**config.mk**
```make
export PLATFORM = sky130hd
export DESIGN_NAME = three_term_recurrence_checksum_flat
export DESIGN_NICKNAME = d
export VERILOG_FILES = /design/src/hdl/ttrc_pkg.sv /design/src/hdl/ttrc_if.sv /design/src/hdl/ttrc_term.sv /design/src/hdl/three_term_recurrence_checksum.sv /design/src/flat_wrapper.sv
export SDC_FILE = /design/constraint.sdc
export NUM_CORES = 1
export LEC_CHECK = 0
export BUFFER_PORTS_ARGS = -buffer_cell sky130_fd_sc_hd__clkbuf_2
export CORE_ASPECT_RATIO = 0.9
export CORE_MARGIN = 3
export CORE_UTILIZATION = 40
export DETAILED_ROUTE_END_ITERATION = 6
export SLEW_MARGIN = 10
export SYNTH_ARGS = -nofsm -noshare
export SYNTH_HDL_FRONTEND = slang
export SYNTH_HIERARCHICAL = 1
export SYNTH_SLANG_ARGS = --single-unit
export TNS_END_PERCENT = 100
```
**constraint.sdc**
```tcl
create_clock -name clk -period 11.5 [get_ports clk]
set_input_delay 0.575 -clock clk [delete_from_list [all_inputs] [get_ports clk]]
set_output_delay 0.575 -clock clk [all_outputs]
set_load 0.005 [all_outputs]
```
**src/hdl/ttrc_pkg.sv**
```systemverilog
// Package for the three-term recurrence checksum.
// Holds the word types and the fixed constants of the recurrence.
// No dependencies.
package ttrc_pkg;

	typedef logic [7:0]  byte_t;
	typedef logic [15:0] term_t;

	localparam term_t FIRST_OFFSET = 16'd7;
	localparam term_t MODULUS      = 16'hFFFF;

	// A multiple of the modulus that lifts any negative difference back above zero.
	localparam logic [25:0] NEG_BIAS = 26'd16842495;

endpackage

```
**src/hdl/ttrc_if.sv**
```systemverilog
// Channel interfaces for the three-term recurrence checksum.
// Depends on ttrc_pkg for the word types.
interface ttrc_in_if;
	logic            valid;
	logic            ready;
	ttrc_pkg::byte_t data_byte;
	logic            last_byte;

	modport source (output valid, output data_byte, output last_byte, input ready);
	modport sink (input valid, input data_byte, input last_byte, output ready);
endinterface

interface ttrc_out_if;
	logic            valid;
	logic            ready;
	ttrc_pkg::term_t checksum;

	modport source (output valid, output checksum, input ready);
	modport sink (input valid, input checksum, output ready);
endinterface

```
**src/hdl/ttrc_term.sv**
```systemverilog
// Next-term unit: ((byte + alpha) * current - beta * previous) mod 65535.
// A negative difference is taken as difference + 1 before the reduction.
// Depends on ttrc_pkg.
module ttrc_term (
	input  ttrc_pkg::byte_t data_byte,
	input  ttrc_pkg::byte_t position,
	input  ttrc_pkg::term_t curr_term,
	input  ttrc_pkg::term_t prev_term,
	output ttrc_pkg::term_t next_term
);
	import ttrc_pkg::*;

	byte_t       alpha;
	byte_t       beta;
	logic [8:0]  factor;
	logic [24:0] plus;
	logic [23:0] minus;
	logic [25:0] diff;
	logic [25:0] adj;
	logic [16:0] fold1;
	logic [16:0] fold2;
	logic [16:0] reduced;

	always_comb begin
		alpha  = position + {position[3:0], 4'b0000};
		beta   = {position[2:0], 5'b00000} - position;
		factor = {1'b0, data_byte} + {1'b0, alpha};
		plus   = {16'b0, factor} * {9'b0, curr_term};
		minus  = {8'b0, beta} * {8'b0, prev_term};
		diff   = {1'b0, plus} - {2'b00, minus};
		if (plus < {1'b0, minus}) begin
			adj = diff + 26'd1 + NEG_BIAS;
		end else begin
			adj = diff;
		end
		// Since 2^16 is 1 modulo 65535, the upper bits fold onto the lower ones.
		fold1 = {7'b0, adj[25:16]} + {1'b0, adj[15:0]};
		if (fold1[16]) begin
			fold2 = 17'd1 + {1'b0, fold1[15:0]};
		end else begin
			fold2 = fold1;
		end
		if (fold2 >= {1'b0, MODULUS}) begin
			reduced = fold2 - {1'b0, MODULUS};
		end else begin
			reduced = fold2;
		end
		next_term = reduced[15:0];
	end

endmodule

```
**src/hdl/three_term_recurrence_checksum.sv**
```systemverilog
// Three-term recurrence checksum over a message streamed one byte per word.
// The last byte passes through the word register; its result then waits in the
// output register, and while that is full a last byte stays in the word register.
// Throughput: one word per cycle while no last byte is held back; the term
// recurrence closes combinationally through one next-term unit.
// Reset clears the word and output valid flags and the recurrence state at once.
module three_term_recurrence_checksum (
	input logic   clk,
	input logic   arst_n,
	ttrc_in_if.sink    message,
	ttrc_out_if.source result
);
	import ttrc_pkg::*;

	logic  valid_s1;
	byte_t data_s1;
	logic  last_s1;
	term_t prev_q;
	term_t curr_q;
	byte_t pos_q;
	logic  in_msg_q;
	logic  out_valid_q;
	term_t checksum_q;

	logic  out_free;
	logic  s1_fire;
	term_t term_next;
	term_t term_first;
	term_t term;

	ttrc_term u_term (
		.data_byte (data_s1),
		.position  (pos_q),
		.curr_term (curr_q),
		.prev_term (prev_q),
		.next_term (term_next)
	);

	assign out_free      = !out_valid_q || result.ready;
	assign s1_fire       = valid_s1 && (!last_s1 || out_free);
	assign message.ready = !valid_s1 || s1_fire;
	assign term_first    = {8'b0, data_s1} + FIRST_OFFSET;
	assign term          = in_msg_q ? term_next : term_first;
	assign result.valid    = out_valid_q;
	assign result.checksum = checksum_q;

	always_ff @(posedge clk or negedge arst_n) begin
		if (!arst_n) begin
			valid_s1 <= 1'b0;
		end else if (message.ready) begin
			valid_s1 <= message.valid;
		end
	end

	always_ff @(posedge clk) begin
		if (message.valid && message.ready) begin
			data_s1 <= message.data_byte;
			last_s1 <= message.last_byte;
		end
	end

	always_ff @(posedge clk or negedge arst_n) begin
		if (!arst_n) begin
			prev_q   <= 16'd1;
			curr_q   <= 16'd1;
			pos_q    <= 8'd0;
			in_msg_q <= 1'b0;
		end else if (s1_fire) begin
			if (last_s1) begin
				prev_q   <= 16'd1;
				curr_q   <= 16'd1;
				pos_q    <= 8'd0;
				in_msg_q <= 1'b0;
			end else begin
				prev_q   <= in_msg_q ? curr_q : 16'd1;
				curr_q   <= term;
				pos_q    <= in_msg_q ? pos_q + 8'd1 : 8'd1;
				in_msg_q <= 1'b1;
			end
		end
	end

	always_ff @(posedge clk or negedge arst_n) begin
		if (!arst_n) begin
			out_valid_q <= 1'b0;
		end else if (out_free) begin
			out_valid_q <= s1_fire && last_s1;
		end
	end

	always_ff @(posedge clk) begin
		if (s1_fire && last_s1) begin
			checksum_q <= term;
		end
	end

	a_rose_after_last: assert property (@(posedge clk) disable iff (!arst_n)
		$rose(out_valid_q) |-> $past(s1_fire && last_s1))
		else $error("result raised without a last byte");

	a_idle_after_last: assert property (@(posedge clk) disable iff (!arst_n)
		(s1_fire && last_s1) |=> (!in_msg_q && pos_q == 8'd0 && curr_q == 16'd1))
		else $error("recurrence state not cleared after a last byte");

	a_term_range: assert property (@(posedge clk) disable iff (!arst_n)
		(curr_q != MODULUS) && (!out_valid_q || checksum_q != MODULUS))
		else $error("term out of range");

	a_stall_holds: assert property (@(posedge clk) disable iff (!arst_n)
		(!message.ready) |-> (valid_s1 && last_s1 && !out_free))
		else $error("input stalled without a blocked result");

endmodule

```
**src/flat_wrapper.sv**
```systemverilog
// flat-port wrapper written by rule: the top's interface ports become plain ports
module three_term_recurrence_checksum_flat import ttrc_pkg::*;
  (clk, arst_n, message_valid, message_data_byte, message_last_byte, message_ready, result_valid, result_checksum, result_ready);
  ttrc_in_if message_i ();
  ttrc_out_if result_i ();
  input logic clk;
  input logic arst_n;
  input wire logic [$bits(message_i.valid)-1:0] message_valid;
  input wire logic [$bits(message_i.data_byte)-1:0] message_data_byte;
  input wire logic [$bits(message_i.last_byte)-1:0] message_last_byte;
  output wire logic [$bits(message_i.ready)-1:0] message_ready;
  output wire logic [$bits(result_i.valid)-1:0] result_valid;
  output wire logic [$bits(result_i.checksum)-1:0] result_checksum;
  input wire logic [$bits(result_i.ready)-1:0] result_ready;
  assign message_i.valid = message_valid;
  assign message_i.data_byte = message_data_byte;
  assign message_i.last_byte = message_last_byte;
  assign message_ready = message_i.ready;
  assign result_valid = result_i.valid;
  assign result_checksum = result_i.checksum;
  assign result_i.ready = result_ready;
  three_term_recurrence_checksum u_core (.clk(clk), .arst_n(arst_n), .message(message_i), .result(result_i));
endmodule
```
* Yosys cells after proc, flatten, opt, wreduce, memory -nomap -nowiden
Cells that the tools add are included.
** Storage, ports and cells
- Register bits :: 68
- Bits in latches :: 0
- RAM bits :: 0
- Memory bits (read-only) :: 0
- Bits of input ports :: 13
- Output and inout bits :: 18
- Word-level logic and storage cells :: 43
- Memories :: 0
** Cells by class
- Add/sub/neg operators :: 11
- Multipliers :: 2
- Div/mod/pow operators :: 0
- $lt $le $gt $ge :: 2
- Equality and inequality tests :: 0
- Shift operators :: 0
- Multiplexer cells :: 10
- Bitwise gates (word level) :: 0
- Reductions and logical operators :: 9
** Operators by type and width (number)
- $mux W16 :: 5
- $add A26 B1 Y26 const B :: 1
- $add A26 B25 Y26 const B :: 1
- $mux W26 :: 1
- $sub A25 B24 Y26 :: 1
- $lt A25 B24 Y1 :: 1
- $mul A9 B16 Y25 :: 1
- $mul A8 B16 Y24 :: 1
- $add A1 B16 Y17 const A :: 1
- $add A10 B16 Y17 :: 1
- $ge A17 B16 Y1 const B :: 1
- $mux W17 :: 1
- $mux W8 :: 2
- $sub A16 B16 Y16 const B :: 1
- $add A8 B3 Y9 const B :: 1
- $add A8 B8 Y9 :: 1
- $add A8 B1 Y8 const B :: 1
- $add A8 B8 Y8 :: 1
- $sub A8 B8 Y8 :: 1
- $logic_and A1 B1 Y1 :: 3
- $logic_not A1 Y1 :: 3
- $logic_or A1 B1 Y1 :: 3
- $mux W1 :: 1

* Longest topological paths before layout
Gate-level depths: netlist of run 1.
- Word-level depth :: 14
- Mapped depth :: 62
- Gate-level depth less buffers :: 60

* By module
The synthesis of run 1 kept the hierarchy.
** Modules (own cells, without submodules)
- ttrc_term :: instances 1, cells each 1408, area an instance 11509.8 um2, sequential area each 0.0 um2
- three_term_recurrence_checksum :: instances 1, cells each 224, area an instance 2839.0 um2, sequential area each 1829.3 um2

* Least setup slack after synthesis of run 1
OpenSTA, ideal clock, no wires.
- Path kind :: register -> register
- Start :: reg u_core.pos_q[0]
- End :: reg u_core.curr_q[1]
- Library setup time :: 0.120 ns
- Data arrival time :: 11.777 ns
- Data required time :: 11.380 ns
- Setup slack :: -0.397 ns
- Stages on the path, launching flop included :: 56
- Buffers on the path :: 3
- Period minus slack after synthesis :: 11.897 ns
- Cells stage by stage :: dfrtp_1 ha_1 fa_1 ha_1 inv_1 o21bai_1 a21oi_1 xnor2_1 clkbuf_1 nand2_1 fa_1 fa_1 fa_1 inv_1 fa_1 ha_1 a21oi_1 o21bai_1 (+20 left out) a21o_1 a21oi_1 o21bai_1 a21oi_1 o21ai_0 a21o_1 a21o_1 o21ai_1 nor3_1 buf_4 xor2_1 ha_1 inv_1 a2111oi_4 mux2_4 inv_1 mux2i_1 a31o_2
** On the way
- Word-level cells in the longest chain between the ends :: 14
- Elaborated cells on any way between the ends :: 18
- Classes of those cells :: add/sub: 9; mul: 2; order compare: 2; mux: 5
** Ends and longest elaborated chain
- start: declaration :: line three_term_recurrence_checksum.sv:20 : byte_t pos_q;
- start signal: assignment :: line three_term_recurrence_checksum.sv:77 : pos_q <= in_msg_q ? pos_q + 8'd1 : 8'd1;
- $add A8 B8 Y8 :: line ttrc_term.sv:25 : alpha = position + {position[3:0], 4'b0000};
- $add A8 B8 Y9 :: line ttrc_term.sv:27 : factor = {1'b0, data_byte} + {1'b0, alpha};
- $mul A9 B16 Y25 :: line ttrc_term.sv:28 : plus = {16'b0, factor} * {9'b0, curr_term};
- $sub A25 B24 Y26 :: line ttrc_term.sv:30 : diff = {1'b0, plus} - {2'b00, minus};
- $add A26 B1 Y26 :: line ttrc_term.sv:32 : adj = diff + 26'd1 + NEG_BIAS;
- $add A26 B25 Y26 :: line ttrc_term.sv:32
- $mux W26 * :: line ttrc_term.sv:31 : if (plus < {1'b0, minus}) begin
- $add A10 B16 Y17 * :: line ttrc_term.sv:37 : fold1 = {7'b0, adj[25:16]} + {1'b0, adj[15:0]};
- $add A1 B16 Y17 :: line ttrc_term.sv:39 : fold2 = 17'd1 + {1'b0, fold1[15:0]};
- $mux W17 * :: line ttrc_term.sv:38 : if (fold1[16]) begin
- $sub A16 B16 Y16 / $ge A17 B16 Y1 (equally long branches) :: line ttrc_term.sv:44, ttrc_term.sv:43
- $mux W16 * :: line ttrc_term.sv:43 : if (fold2 >= {1'b0, MODULUS}) begin
- via u_core.term_next[1] :: line three_term_recurrence_checksum.sv:27 : term_t term_next;
- $mux W16 * :: line three_term_recurrence_checksum.sv:43 : assign term = in_msg_q ? term_next : term_first;
- via u_core.term[1] :: line three_term_recurrence_checksum.sv:29 : term_t term;
- $mux W16 * :: line three_term_recurrence_checksum.sv:69 : if (last_s1) begin
- end signal: assignment :: line three_term_recurrence_checksum.sv:76 : curr_q <= term;
- end: declaration :: line three_term_recurrence_checksum.sv:19 : term_t curr_q;
The timed path passes the listed nets; every way through them passes the cells marked *.
A chain may end at the register's enable or synchronous reset.

* Final worst setup path of run 1
- Start :: reg u_core.data_s1[0]
- End :: reg u_core.checksum_q[12] (netlist: u_core/result.checksum[12]) (data pin)
** On the way
- Word-level cells in the longest chain between the ends :: 12
- Elaborated cells on any way between the ends :: 14
- Classes of those cells :: add/sub: 7; mul: 1; order compare: 2; mux: 4
** Ends and longest elaborated chain
- start: declaration :: line three_term_recurrence_checksum.sv:16 : byte_t data_s1;
- start signal: assignment :: line three_term_recurrence_checksum.sv:57 : data_s1 <= message.data_byte;
- $add A8 B8 Y9 * :: line ttrc_term.sv:27
- $mul A9 B16 Y25 * :: line ttrc_term.sv:28
- $sub A25 B24 Y26 :: line ttrc_term.sv:30
- $add A26 B1 Y26 :: line ttrc_term.sv:32
- $add A26 B25 Y26 :: line ttrc_term.sv:32
- $mux W26 * :: line ttrc_term.sv:31
- $add A10 B16 Y17 * :: line ttrc_term.sv:37
- $add A1 B16 Y17 :: line ttrc_term.sv:39
- $mux W17 * :: line ttrc_term.sv:38
- $sub A16 B16 Y16 / $ge A17 B16 Y1 (equally long branches) :: line ttrc_term.sv:44, ttrc_term.sv:43
- $mux W16 * :: line ttrc_term.sv:43
- via u_core.term_next[12] :: line three_term_recurrence_checksum.sv:27
- $mux W16 * :: line three_term_recurrence_checksum.sv:43
- via u_core.term[12] :: line three_term_recurrence_checksum.sv:29
- end signal: assignment :: line three_term_recurrence_checksum.sv:93 : checksum_q <= term;
- end: declaration :: line three_term_recurrence_checksum.sv:23 : term_t checksum_q;
Marks and branches as above.

==> results of run 1 <==
[routing by layer]
layer	global-route usage	vias to the layer above	wire length, um
met4	0.0353	0	636
met3	0.0140	50	1450
li1	-	5739	-
met1	0.308	6112	19200
met2	0.336	244	19100
met5	0	-	0
[flip-flops by register name, summed over array words and instances, names as in the netlist]
signal / flops
u_core/result.checksum: 16
u_core/data_s1: 8
u_core/result.valid: 1
u_core/last_s1: 1
u_core/curr_q: 16
u_core/valid_s1: 1
u_core/in_msg_q: 1
u_core/pos_q: 8
u_core/prev_q: 16
[synth_stat cells (4+ instances only)]
library cell / n / share of area
inv_1: 269 / 0.070
nand2_1: 202 / 0.053
fa_1: 187 / 0.26
and2_1: 144 / 0.063
ha_1: 142 / 0.12
xnor2_1: 79 / 0.048
a21oi_1: 69 / 0.024
nor2_1: 69 / 0.018
dfrtp_1: 41 / 0.072
xor2_1: 40 / 0.024
o21ai_0: 39 / 0.014
a21o_1: 29 / 0.015
edfxtp_1: 25 / 0.052
clkbuf_1: 23 / 0.0060
o21bai_1: 22 / 0.012
a22o_1: 20 / 0.012
nand3_1: 20 / 0.0070
nor3_1: 18 / 0.0063
and3_1: 14 / 0.0061
nor2b_1: 12 / 0.0052
o31ai_1: 10 / 0.0052
a31oi_1: 8 / 0.0035
nand2b_1: 8 / 0.0035
a211oi_1: 7 / 0.0037
o21a_1: 7 / 0.0037
buf_4: 6 / 0.0031
mux2i_1: 6 / 0.0042
nand4_1: 6 / 0.0026
o21ai_1: 6 / 0.0021
nand3b_1: 5 / 0.0026
or3_1: 5 / 0.0022
a31o_2: 4 / 0.0024
buf_1: 4 / 0.0010
buf_6: 4 / 0.0031
o211ai_1: 4 / 0.0021
[final cells by class]
| class | count | area [um^2] | share of cell area |
|---|---|---|---|
| clock buffer | 9 | 225 | 0.0127 |
| clock inverter | 7 | 82.6 | 0.00464 |
| timing repair buffer | 252 | 1890 | 0.106 |
| tap | 469 | 587 | 0.0330 |
| inverter | 269 | 1010 | 0.0569 |
| sequential | 68 | 1830 | 0.103 |
| multi-input combinational | 1255 | 12200 | 0.684 |
[through the flow]
stage,utilization,hold WS (ps)
3_5_place_dp,0.463,599
2_1_floorplan,-,279
3_3_place_gp,0.463,580
4_1_cts,0.480,334
5_1_grt,0.505,361
6_report,0.505,326
[cells in the final DEF (no fill, tap or decap), types with 8 or more instances in the layout]
cell type and count:
and2_1 137, dfrtp_1 39, inv_1 258, xnor2_2 8, a21o_1 29, o21bai_1 17
nand2b_1 8, xor2_1 35, clkbuf_16 9, a21oi_1 43, edfxtp_1 25, ha_1 122
buf_4 206, nand3_1 19, a21oi_2 24, clkbuf_2 30, nor2_2 10, nor3_1 15
fa_1 184, and3_1 13, inv_2 10, nand2_1 201, nor2_1 55, nor2b_1 9
a22o_1 20, buf_6 15, and2_4 9, xnor2_1 67, o21ai_0 24, ha_4 15
o21ai_1 17
[cells by family after synthesis]
| group | after synthesis | synth area share |
|---|---|---|
| DFF | 68 | 0.127 |
| and+or+nand+nor | 533 | 0.189 |
| muxes | 10 | 0.00863 |
| buffers and inverters | 309 | 0.0848 |
| AOI/OAI and AO/OA | 261 | 0.128 |
| adders and majority gates | 329 | 0.385 |
| xor gates and xnor gates | 122 | 0.0773 |
[how the worst min path moves through the flow]
stage / startpoint / to / slack, ps / depth (start not counted)
4_1_cts: arst_n / u_core/prev_q[7]$_DFFE_PN0P_ / 330 / 2
6_report: arst_n / u_core/pos_q[5]$_DFFE_PN0P_ / 330 / 2
3_5_place_dp: u_core/curr_q[0]$_DFFE_PN1P_ / u_core/curr_q[0]$_DFFE_PN1P_ / 600 / 2
3_3_place_gp: u_core/curr_q[0]$_DFFE_PN1P_ / u_core/curr_q[0]$_DFFE_PN1P_ / 580 / 2
2_1_floorplan: arst_n / u_core/curr_q[10]$_DFFE_PN0P_ / 280 / 0
5_1_grt: arst_n / u_core/prev_q[7]$_DFFE_PN0P_ / 360 / 2
[critical path: cells and delay by family (launching register included)]
family	cells	cell delay, ps
XOR/XNOR	2	260
adder cells (fa/ha/maj)	9	3500
flip-flops	1	510
AO/OA/AOI/OAI	23	4010
buffers and inverters	11	1250
AND/OR/NAND/NOR	13	1620
[what timing repair did]
item,4_1_cts,5_1_grt
pin swaps,35,115
setup buffers,13,31
endpoints found under the setup margin,32,32
gates resized for setup,35,145
==> out/metrics.cfg, run 1 <==
[synthesis]
syn-num-nets = 1974
synthFlopType = dfrtp_1
synth_area_per_cell_um2 = 8.79
yosysUniqueCellTypes = 84
syn_inst = 1632
synth_edf_count = 25
synth-seq-area-share = 0.127
post_synth_instance_area_um2 = 14300
ys_async_sr_fraction = 0.632
ys_ff_latch = 68
ys_warn_count = 6

[clock_tree]
cts_buffers = 9
cts_sinks = 68
clockBufferDepth = 2
clk_pin_slew_worst_paths_ps = 70
tritoncts = done
worstSkewPairLatency_ps = 350
htreeDepth = 3
root_buffer = clkbuf_16
postCtsHoldBufs = 0

[detailed_routing]
totalWireLength_mm = 40.4
viasPerCell = 5.21
drtAntennaViolNets = 0
drt_iter0_drc = 644
route.detailed.drc = 0
wl_per_cell_um = 17.3
dr.pass1.iters = 5
num_vias = 12145

[sta]
setup_tns_ps = 0
slew_violations = 0
period_needed_ps = 11440
finalSetupViolCount = 0
setup_slack_ps = 57.8
finalCritPeriodShare = 0.995
slew_headroom = 0.215
rsz0062_at_grt = yes
fin_worst_skew_ps = 16.5
worst_pin_slew_ps = 1180
hold_viol = 0
fmax_ghz = 0.0874

[layout]
antenna_cells = 0
drive_above_1_share = 0.237
finalInstanceArea_um2 = 17800
nets = 2197
final_cells = 2329
nFillCells = 3213
area_delta_synth_final_pct = 24.0

[worst_setup_path]
cp_data_required_time_ps = 11600
endpoint_kind = register
crit_end = u_core/result.checksum[12]$_DFFE_PP_
worstSetupStartpoint = u_core/data_s1[0]$_DFFE_PP_
r2r-end = u_core/result.checksum[12]$_DFFE_PP_
slowest_stage = fa_1
r2r_setup_slack_ps = 60
arrival_ps = 11540
timing.rr.start = u_core/data_s1[0]$_DFFE_PP_
worstSetupPathType = register to register
slowest_delay_ps = 550
reg2reg_depth = 58
path_max_fanout = 7
startpoint_type = register

[floorplan]
die_y_um = 186
io_pins = 31
start_util = 0.407
dieArea_um2 = 38200
rows = 65
fp.dieW_um = 206
core-area_um2 = 35200

[placed_design]
placed_area_um2 = 16300
dp_hpwl_mm = 32.2
place_congestion = 0.881
place_inst = 2270
numPortBuffers = 30
pre_cts_ws_ps = -330

[status]
status = completed

[flow_run]
maxCapViolCount = 0

[grt]
grt_usage = 0.207
overflow = 0
antenna_found_initial = 0
grt_pass1_vias = 12152
grt_pass1_wl_mm = 63.2
grt_max_degree = 47

[min_path]
hold_class = input pin to async pin

Power of run 1 is not shown: default switching activity piles up to over one toggle a cycle in this logic, so the estimate is an artifact.
==> run 2: changes to the inputs <==
--- a/config.mk
+++ b/config.mk
@@ -9,6 +9,7 @@
 export CORE_ASPECT_RATIO = 0.9
 export CORE_MARGIN = 3
 export CORE_UTILIZATION = 40
+export CTS_BUF_LIST = sky130_fd_sc_hd__clkbuf_8
 export DETAILED_ROUTE_END_ITERATION = 6
 export SLEW_MARGIN = 10
 export SYNTH_ARGS = -nofsm -noshare
==> run 2 against run 1 <==
Cell count decreased by 0.34%; wire length decreased by 1.7%; clock skew increased by 16 ps; register-to-register slack improved by 50 ps; clock-buffer cell count unchanged; setup slack improved by 46 ps; first-iteration DRC count increased by 2.2%; core utilization decreased by 1.2 points; die area unchanged; global-route usage about the same; non-clock buffer count decreased by 8.
==> out/metrics.cfg, run 2 (same netlist as run 1, synthesis figures left out) <==
[status]
status = completed

[clock_tree]
cts_sinks = 68  ; unchanged
htreeDepth = 3  ; unchanged
worstSkewPairLatency_ps = 380  ; +30 ps
clockBufferDepth = 2  ; unchanged
root_buffer = clkbuf_8
tritoncts = done
cts_buffers = 9  ; unchanged
clk_pin_slew_worst_paths_ps = 120  ; +50 ps

[detailed_routing]
route.detailed.drc = 0  ; unchanged
drtAntennaViolNets = 0  ; unchanged
drt_iter0_drc = 658  ; +2.2%
totalWireLength_mm = 39.7  ; -1.7%
wl_met1_mm = 18.9  ; -1.6%
wl_per_cell_um = 17.1  ; -1.4%
wl_met2_mm = 18.5  ; -2.8%
met3WireLength_mm = 1.66  ; +14%
top_layer_used = met4
num_vias = 12178  ; +0.27%
viasPerCell = 5.25  ; +0.62%
dr.pass1.iters = 5  ; unchanged

[worst_setup_path]
reg2reg_depth = 58  ; unchanged
timing.rr.start = u_core/pos_q[1]$_DFFE_PN0P_
r2r-end = u_core/result.checksum[15]$_DFFE_PP_
worstSetupStartpoint = u_core/pos_q[1]$_DFFE_PN0P_
slowest_stage = fa_1
startpoint_type = register
arrival_ps = 11510  ; -30 ps
crit_end = u_core/result.checksum[15]$_DFFE_PP_
endpoint_kind = register
r2r_setup_slack_ps = 100  ; +50 ps
cp_common_cell = a21oi_2
path_max_fanout = 6  ; -1
cp_data_required_time_ps = 11610  ; about the same
worstSetupPathType = register to register
slowest_delay_ps = 520  ; -30 ps

[layout]
drive_above_1_share = 0.213  ; -0.0238
nFillCells = 3262  ; +1.5%
final_common_cell = inv_1
area_delta_synth_final_pct = 21.2
nets = 2189  ; -0.36%
antenna_cells = 0  ; unchanged
final_cell_mix = 265 x inv_1, 201 x nand2_1, 201 x buf_4

[floorplan]
start_util = 0.407  ; unchanged
core-area_um2 = 35200  ; unchanged
dieArea_um2 = 38200  ; unchanged
rows = 65  ; unchanged
fp.dieW_um = 206  ; unchanged
die_y_um = 186  ; unchanged
io_pins = 31  ; unchanged

[sta]
slew_violations = 0  ; unchanged
worst_pin_slew_ps = 1170  ; -8.45 ps
hold_viol = 0  ; unchanged
slew_headroom = 0.221  ; +0.00563
whs_ps = 283  ; -42.9 ps
finalSetupViolCount = 0  ; unchanged
period_needed_ps = 11400  ; -46.2 ps
rsz0062_at_grt = yes
fin_worst_skew_ps = 32.4  ; +15.9 ps
finalCritPeriodShare = 0.991  ; -0.00401
fmax_ghz = 0.0878  ; +0.41%

[grt]
overflow = 0  ; unchanged
grt_max_degree = 47  ; unchanged
grt_pass1_vias = 12165  ; +0.11%
grt_usage = 0.207  ; about the same
grt_pass1_wl_mm = 63.2  ; -0.12%
antenna_found_initial = 0  ; unchanged

[placed_design]
place_congestion = 0.881  ; unchanged
numPortBuffers = 30  ; unchanged
dp_hpwl_mm = 32.2  ; unchanged

[flow_run]
maxCapViolCount = 0  ; unchanged

[min_path]
hold_class = input pin to async pin

==> run 2: through the flow <==
stage	cell area, um^2	setup slack (ps)	std cells	utilization	TNS, ps
final	17400	104	2321	0.494	0
after global routing	17400	-388	2321	0.494	-9390
after CTS	16800	1.82	2298	0.477	0
after detailed placement	16300	-330	2270	0.463	-5570
after global placement	16300	-189	2270	0.463	-2240
after floorplan	14400	16.6	1632	-	0
==> run 2: metal layers <==
metal | track usage | vias up
met5 | 0 | -
met4 | 0.0372 | 0
met3 | 0.0147 | 49
met2 | 0.335 | 280
met1 | 0.308 | 6121
li1 | - | 5728
==> run 2: critical path, delay by kind of cell, from the launching register on <==
kind / cells / cell delay, ps
compound gates: 28 / 4940
fa+ha+maj: 8 / 3120
buf+inv: 10 / 1130
simple gates: 9 / 1020
xor+xnor: 3 / 500
flops: 1 / 450
==> run 2: what timing repair did <==
action                                  4_1_cts  5_1_grt
hold buffers                                  0        0
hold endpoints to repair                      0        0
endpoints found under the setup margin       32       32
resized for setup                            33       98
setup buffers                                12       23
pin swaps                                    31       66
==> run 2: final cells by class <==
| class | instances | area [um^2] | share of cell area |
|---|---|---|---|
| clock buffer | 9 | 124 | 0.00712 |
| clock inverter | 7 | 82.6 | 0.00475 |
| inverter | 269 | 1010 | 0.0581 |
| multi-input combinational | 1255 | 11900 | 0.687 |
| sequential | 68 | 1830 | 0.105 |
| tap | 469 | 587 | 0.0338 |
| timing repair buffer | 244 | 1810 | 0.104 |
==> run 2: how the worst min path moves through the flow <==
| stage | to |
|---|---|
| 3_3_place_gp | u_core/curr_q[0]$_DFFE_PN1P_ |
| 2_1_floorplan | u_core/curr_q[10]$_DFFE_PN0P_ |
| 5_1_grt | u_core/prev_q[7]$_DFFE_PN0P_ |
| 4_1_cts | u_core/prev_q[7]$_DFFE_PN0P_ |
| 6_report | u_core/prev_q[7]$_DFFE_PN0P_ |
| 3_5_place_dp | u_core/curr_q[0]$_DFFE_PN1P_ |
Power of run 2 is left out for the same reason.
==> run 3: changes to the inputs <==
--- a/config.mk
+++ b/config.mk
@@ -6,7 +6,7 @@
 export NUM_CORES = 1
 export LEC_CHECK = 0
 export BUFFER_PORTS_ARGS = -buffer_cell sky130_fd_sc_hd__clkbuf_2
-export CORE_ASPECT_RATIO = 0.9
+export CORE_ASPECT_RATIO = 1.2
 export CORE_MARGIN = 3
 export CORE_UTILIZATION = 40
 export CTS_BUF_LIST = sky130_fd_sc_hd__clkbuf_8
==> constraint.sdc (replaced) <==
create_clock -name clk -period 11.5 [get_ports clk]
set_input_delay 0.575 -clock clk [delete_from_list [all_inputs] [get_ports clk]]
set_output_delay 0.575 -clock clk [all_outputs]
set_load 0.01 [all_outputs]
==> run 3 against run 2 <==
Critical path depth down 5; global-route usage up 0.21 points; sequential share of layout area about the same; clock skew down 21 ps; core utilization up 0.28 points; clock-buffer cell count unchanged; non-clock buffer count unchanged; worst hold slack better by 9.7 ps; fmax up 0.74%; via count down 0.45%.
==> out/metrics.cfg, run 3 (same netlist as run 1, synthesis figures left out) <==
[min_path]
hold_class = input pin to async pin

[detailed_routing]
viasPerCell = 5.24  ; -0.15%
wl_per_cell_um = 17.0  ; -0.76%
route.detailed.drc = 0  ; unchanged
drt_iter0_drc = 685  ; +4.1%
num_vias = 12123  ; -0.45%
drtAntennaViolNets = 0  ; unchanged
dr.pass1.iters = 5  ; unchanged
totalWireLength_mm = 39.3  ; -1.1%

[floorplan]
fp.dieW_um = 179  ; -13%
start_util = 0.408  ; about the same
rows = 75  ; +15%
dieArea_um2 = 38200  ; about the same
core-area_um2 = 35200  ; about the same
io_pins = 31  ; unchanged
die_y_um = 213  ; +15%

[sta]
finalCritPeriodShare = 0.984  ; -0.00725
worst_pin_slew_ps = 1230  ; +62.9 ps
hold_viol = 0  ; unchanged
period_needed_ps = 11310  ; -83.4 ps
fmax_ghz = 0.0884  ; +0.74%
finalSetupViolCount = 0  ; unchanged
whs_ps = 292  ; +9.67 ps
slew_headroom = 0.179  ; -0.0419
slew_violations = 0  ; unchanged
setup_tns_ps = 0  ; unchanged
rsz0062_at_grt = yes
fin_worst_skew_ps = 11.1  ; -21.3 ps

[grt]
grt_usage = 0.209  ; +0.00211
grt_pass1_wl_mm = 63.5  ; +0.50%
antenna_found_initial = 0  ; unchanged
overflow = 0  ; unchanged
grt_max_degree = 47  ; unchanged
grt_pass1_vias = 12239  ; +0.61%

[worst_setup_path]
arrival_ps = 11420  ; -90 ps
cp_data_required_time_ps = 11600  ; about the same
slowest_delay_ps = 490  ; -30 ps
slowest_stage = fa_1
path_max_fanout = 4  ; -2
worstSetupPathType = register to register
cp_common_cell = buf_4
startpoint_type = register
endpoint_kind = register

[layout]
final_common_cell = inv_1
multiInputGateArea_um2 = 12000  ; +0.82%
finalInstanceArea_um2 = 17500  ; +0.50%
nets = 2189  ; unchanged
nFillCells = 3360  ; +3.0%
fin_util = 0.497  ; +0.00280
antenna_cells = 0  ; unchanged
final_cell_mix = 260 x inv_1, 204 x buf_4, 201 x nand2_1
register_area_um2 = 1830  ; about the same
area_delta_synth_final_pct = 21.8
drive_above_1_share = 0.225  ; +0.0124

[clock_tree]
postCtsHoldBufs = 0  ; unchanged
clk_pin_slew_worst_paths_ps = 90  ; -30 ps
worstSkewPairLatency_ps = 370  ; about the same
tritoncts = done
root_buffer = clkbuf_8
clockBufferDepth = 2  ; unchanged
cts_sinks = 68  ; unchanged
htreeDepth = 3  ; unchanged
cts_buffers = 9  ; unchanged

[flow_run]
maxCapViolCount = 0  ; unchanged

[placed_design]
numPortBuffers = 30  ; unchanged
place_congestion = 0.915  ; +3.9%
dp_hpwl_mm = 31.7  ; -1.7%
placed_area_um2 = 16300  ; about the same

[status]
status = completed

run 3: critical path: cells and delay by family, from the launching register on:
| kind | cells | cell delay [ps] |
|---|---|---|
| adders and majority gates | 10 | 3710 |
| AOI/OAI and AO/OA | 18 | 3470 |
| buffers and inverters | 13 | 1600 |
| and+or+nand+nor | 7 | 1060 |
| xor gates and xnor gates | 4 | 670 |
| DFF | 1 | 440 |
| muxes | 1 | 70 |
run 3: metrics by stage:
step	worst slack, ps	cells
2_1_floorplan	16.6	1632
3_3_place_gp	-96.9	2264
3_5_place_dp	-184	2264
4_1_cts	-9.39	2294
5_1_grt	-355	2314
6_report	187	2314
run 3: per-layer routing:
metal	vias to the layer above	share of wire	track usage
met1	6120	0.42	0.278
li1	5720	-	-
met4	0	0.023	0.0522
met5	-	0	0
met2	226	0.51	0.364
met3	57	0.040	0.0232
run 3: final timing paths:
path | slack [ps] | startpoint | to | cells after the start
max | 190 | u_core/pos_q[4]$_DFFE_PN0P_ | u_core/result.checksum[5]$_DFFE_PP_ | 53
min | 290 | arst_n | u_core/pos_q[2]$_DFFE_PN0P_ | 2
max reg2reg | 190 | u_core/pos_q[4]$_DFFE_PN0P_ | u_core/result.checksum[5]$_DFFE_PP_ | 53
min reg2reg | 560 | u_core/pos_q[5]$_DFFE_PN0P_ | u_core/pos_q[5]$_DFFE_PN0P_ | 1
max in group asynchronous | 10770 | arst_n | u_core/pos_q[5]$_DFFE_PN0P_ | 2
min in group clk | 380 | message_data_byte[2] | u_core/data_s1[2]$_DFFE_PP_ | 1
run 3: what timing repair did:
item	in CTS	in global routing
endpoints found under the setup margin	32	32
resized for setup	28	118
gates cloned	0	0
pin swaps	32	103
setup buffers	15	21
run 3: final cells by class:
| cell class | count | share of cell area |
|---|---|---|
| multi-input cells | 1255 | 0.689 |
| flip-flops and latches | 68 | 0.105 |
| repair buffers | 244 | 0.103 |
| inverters | 269 | 0.0578 |
| well taps | 462 | 0.0331 |
| clock buffers | 9 | 0.00709 |
| clock inverters | 7 | 0.00566 |
Power of run 3 is left out for the same reason.
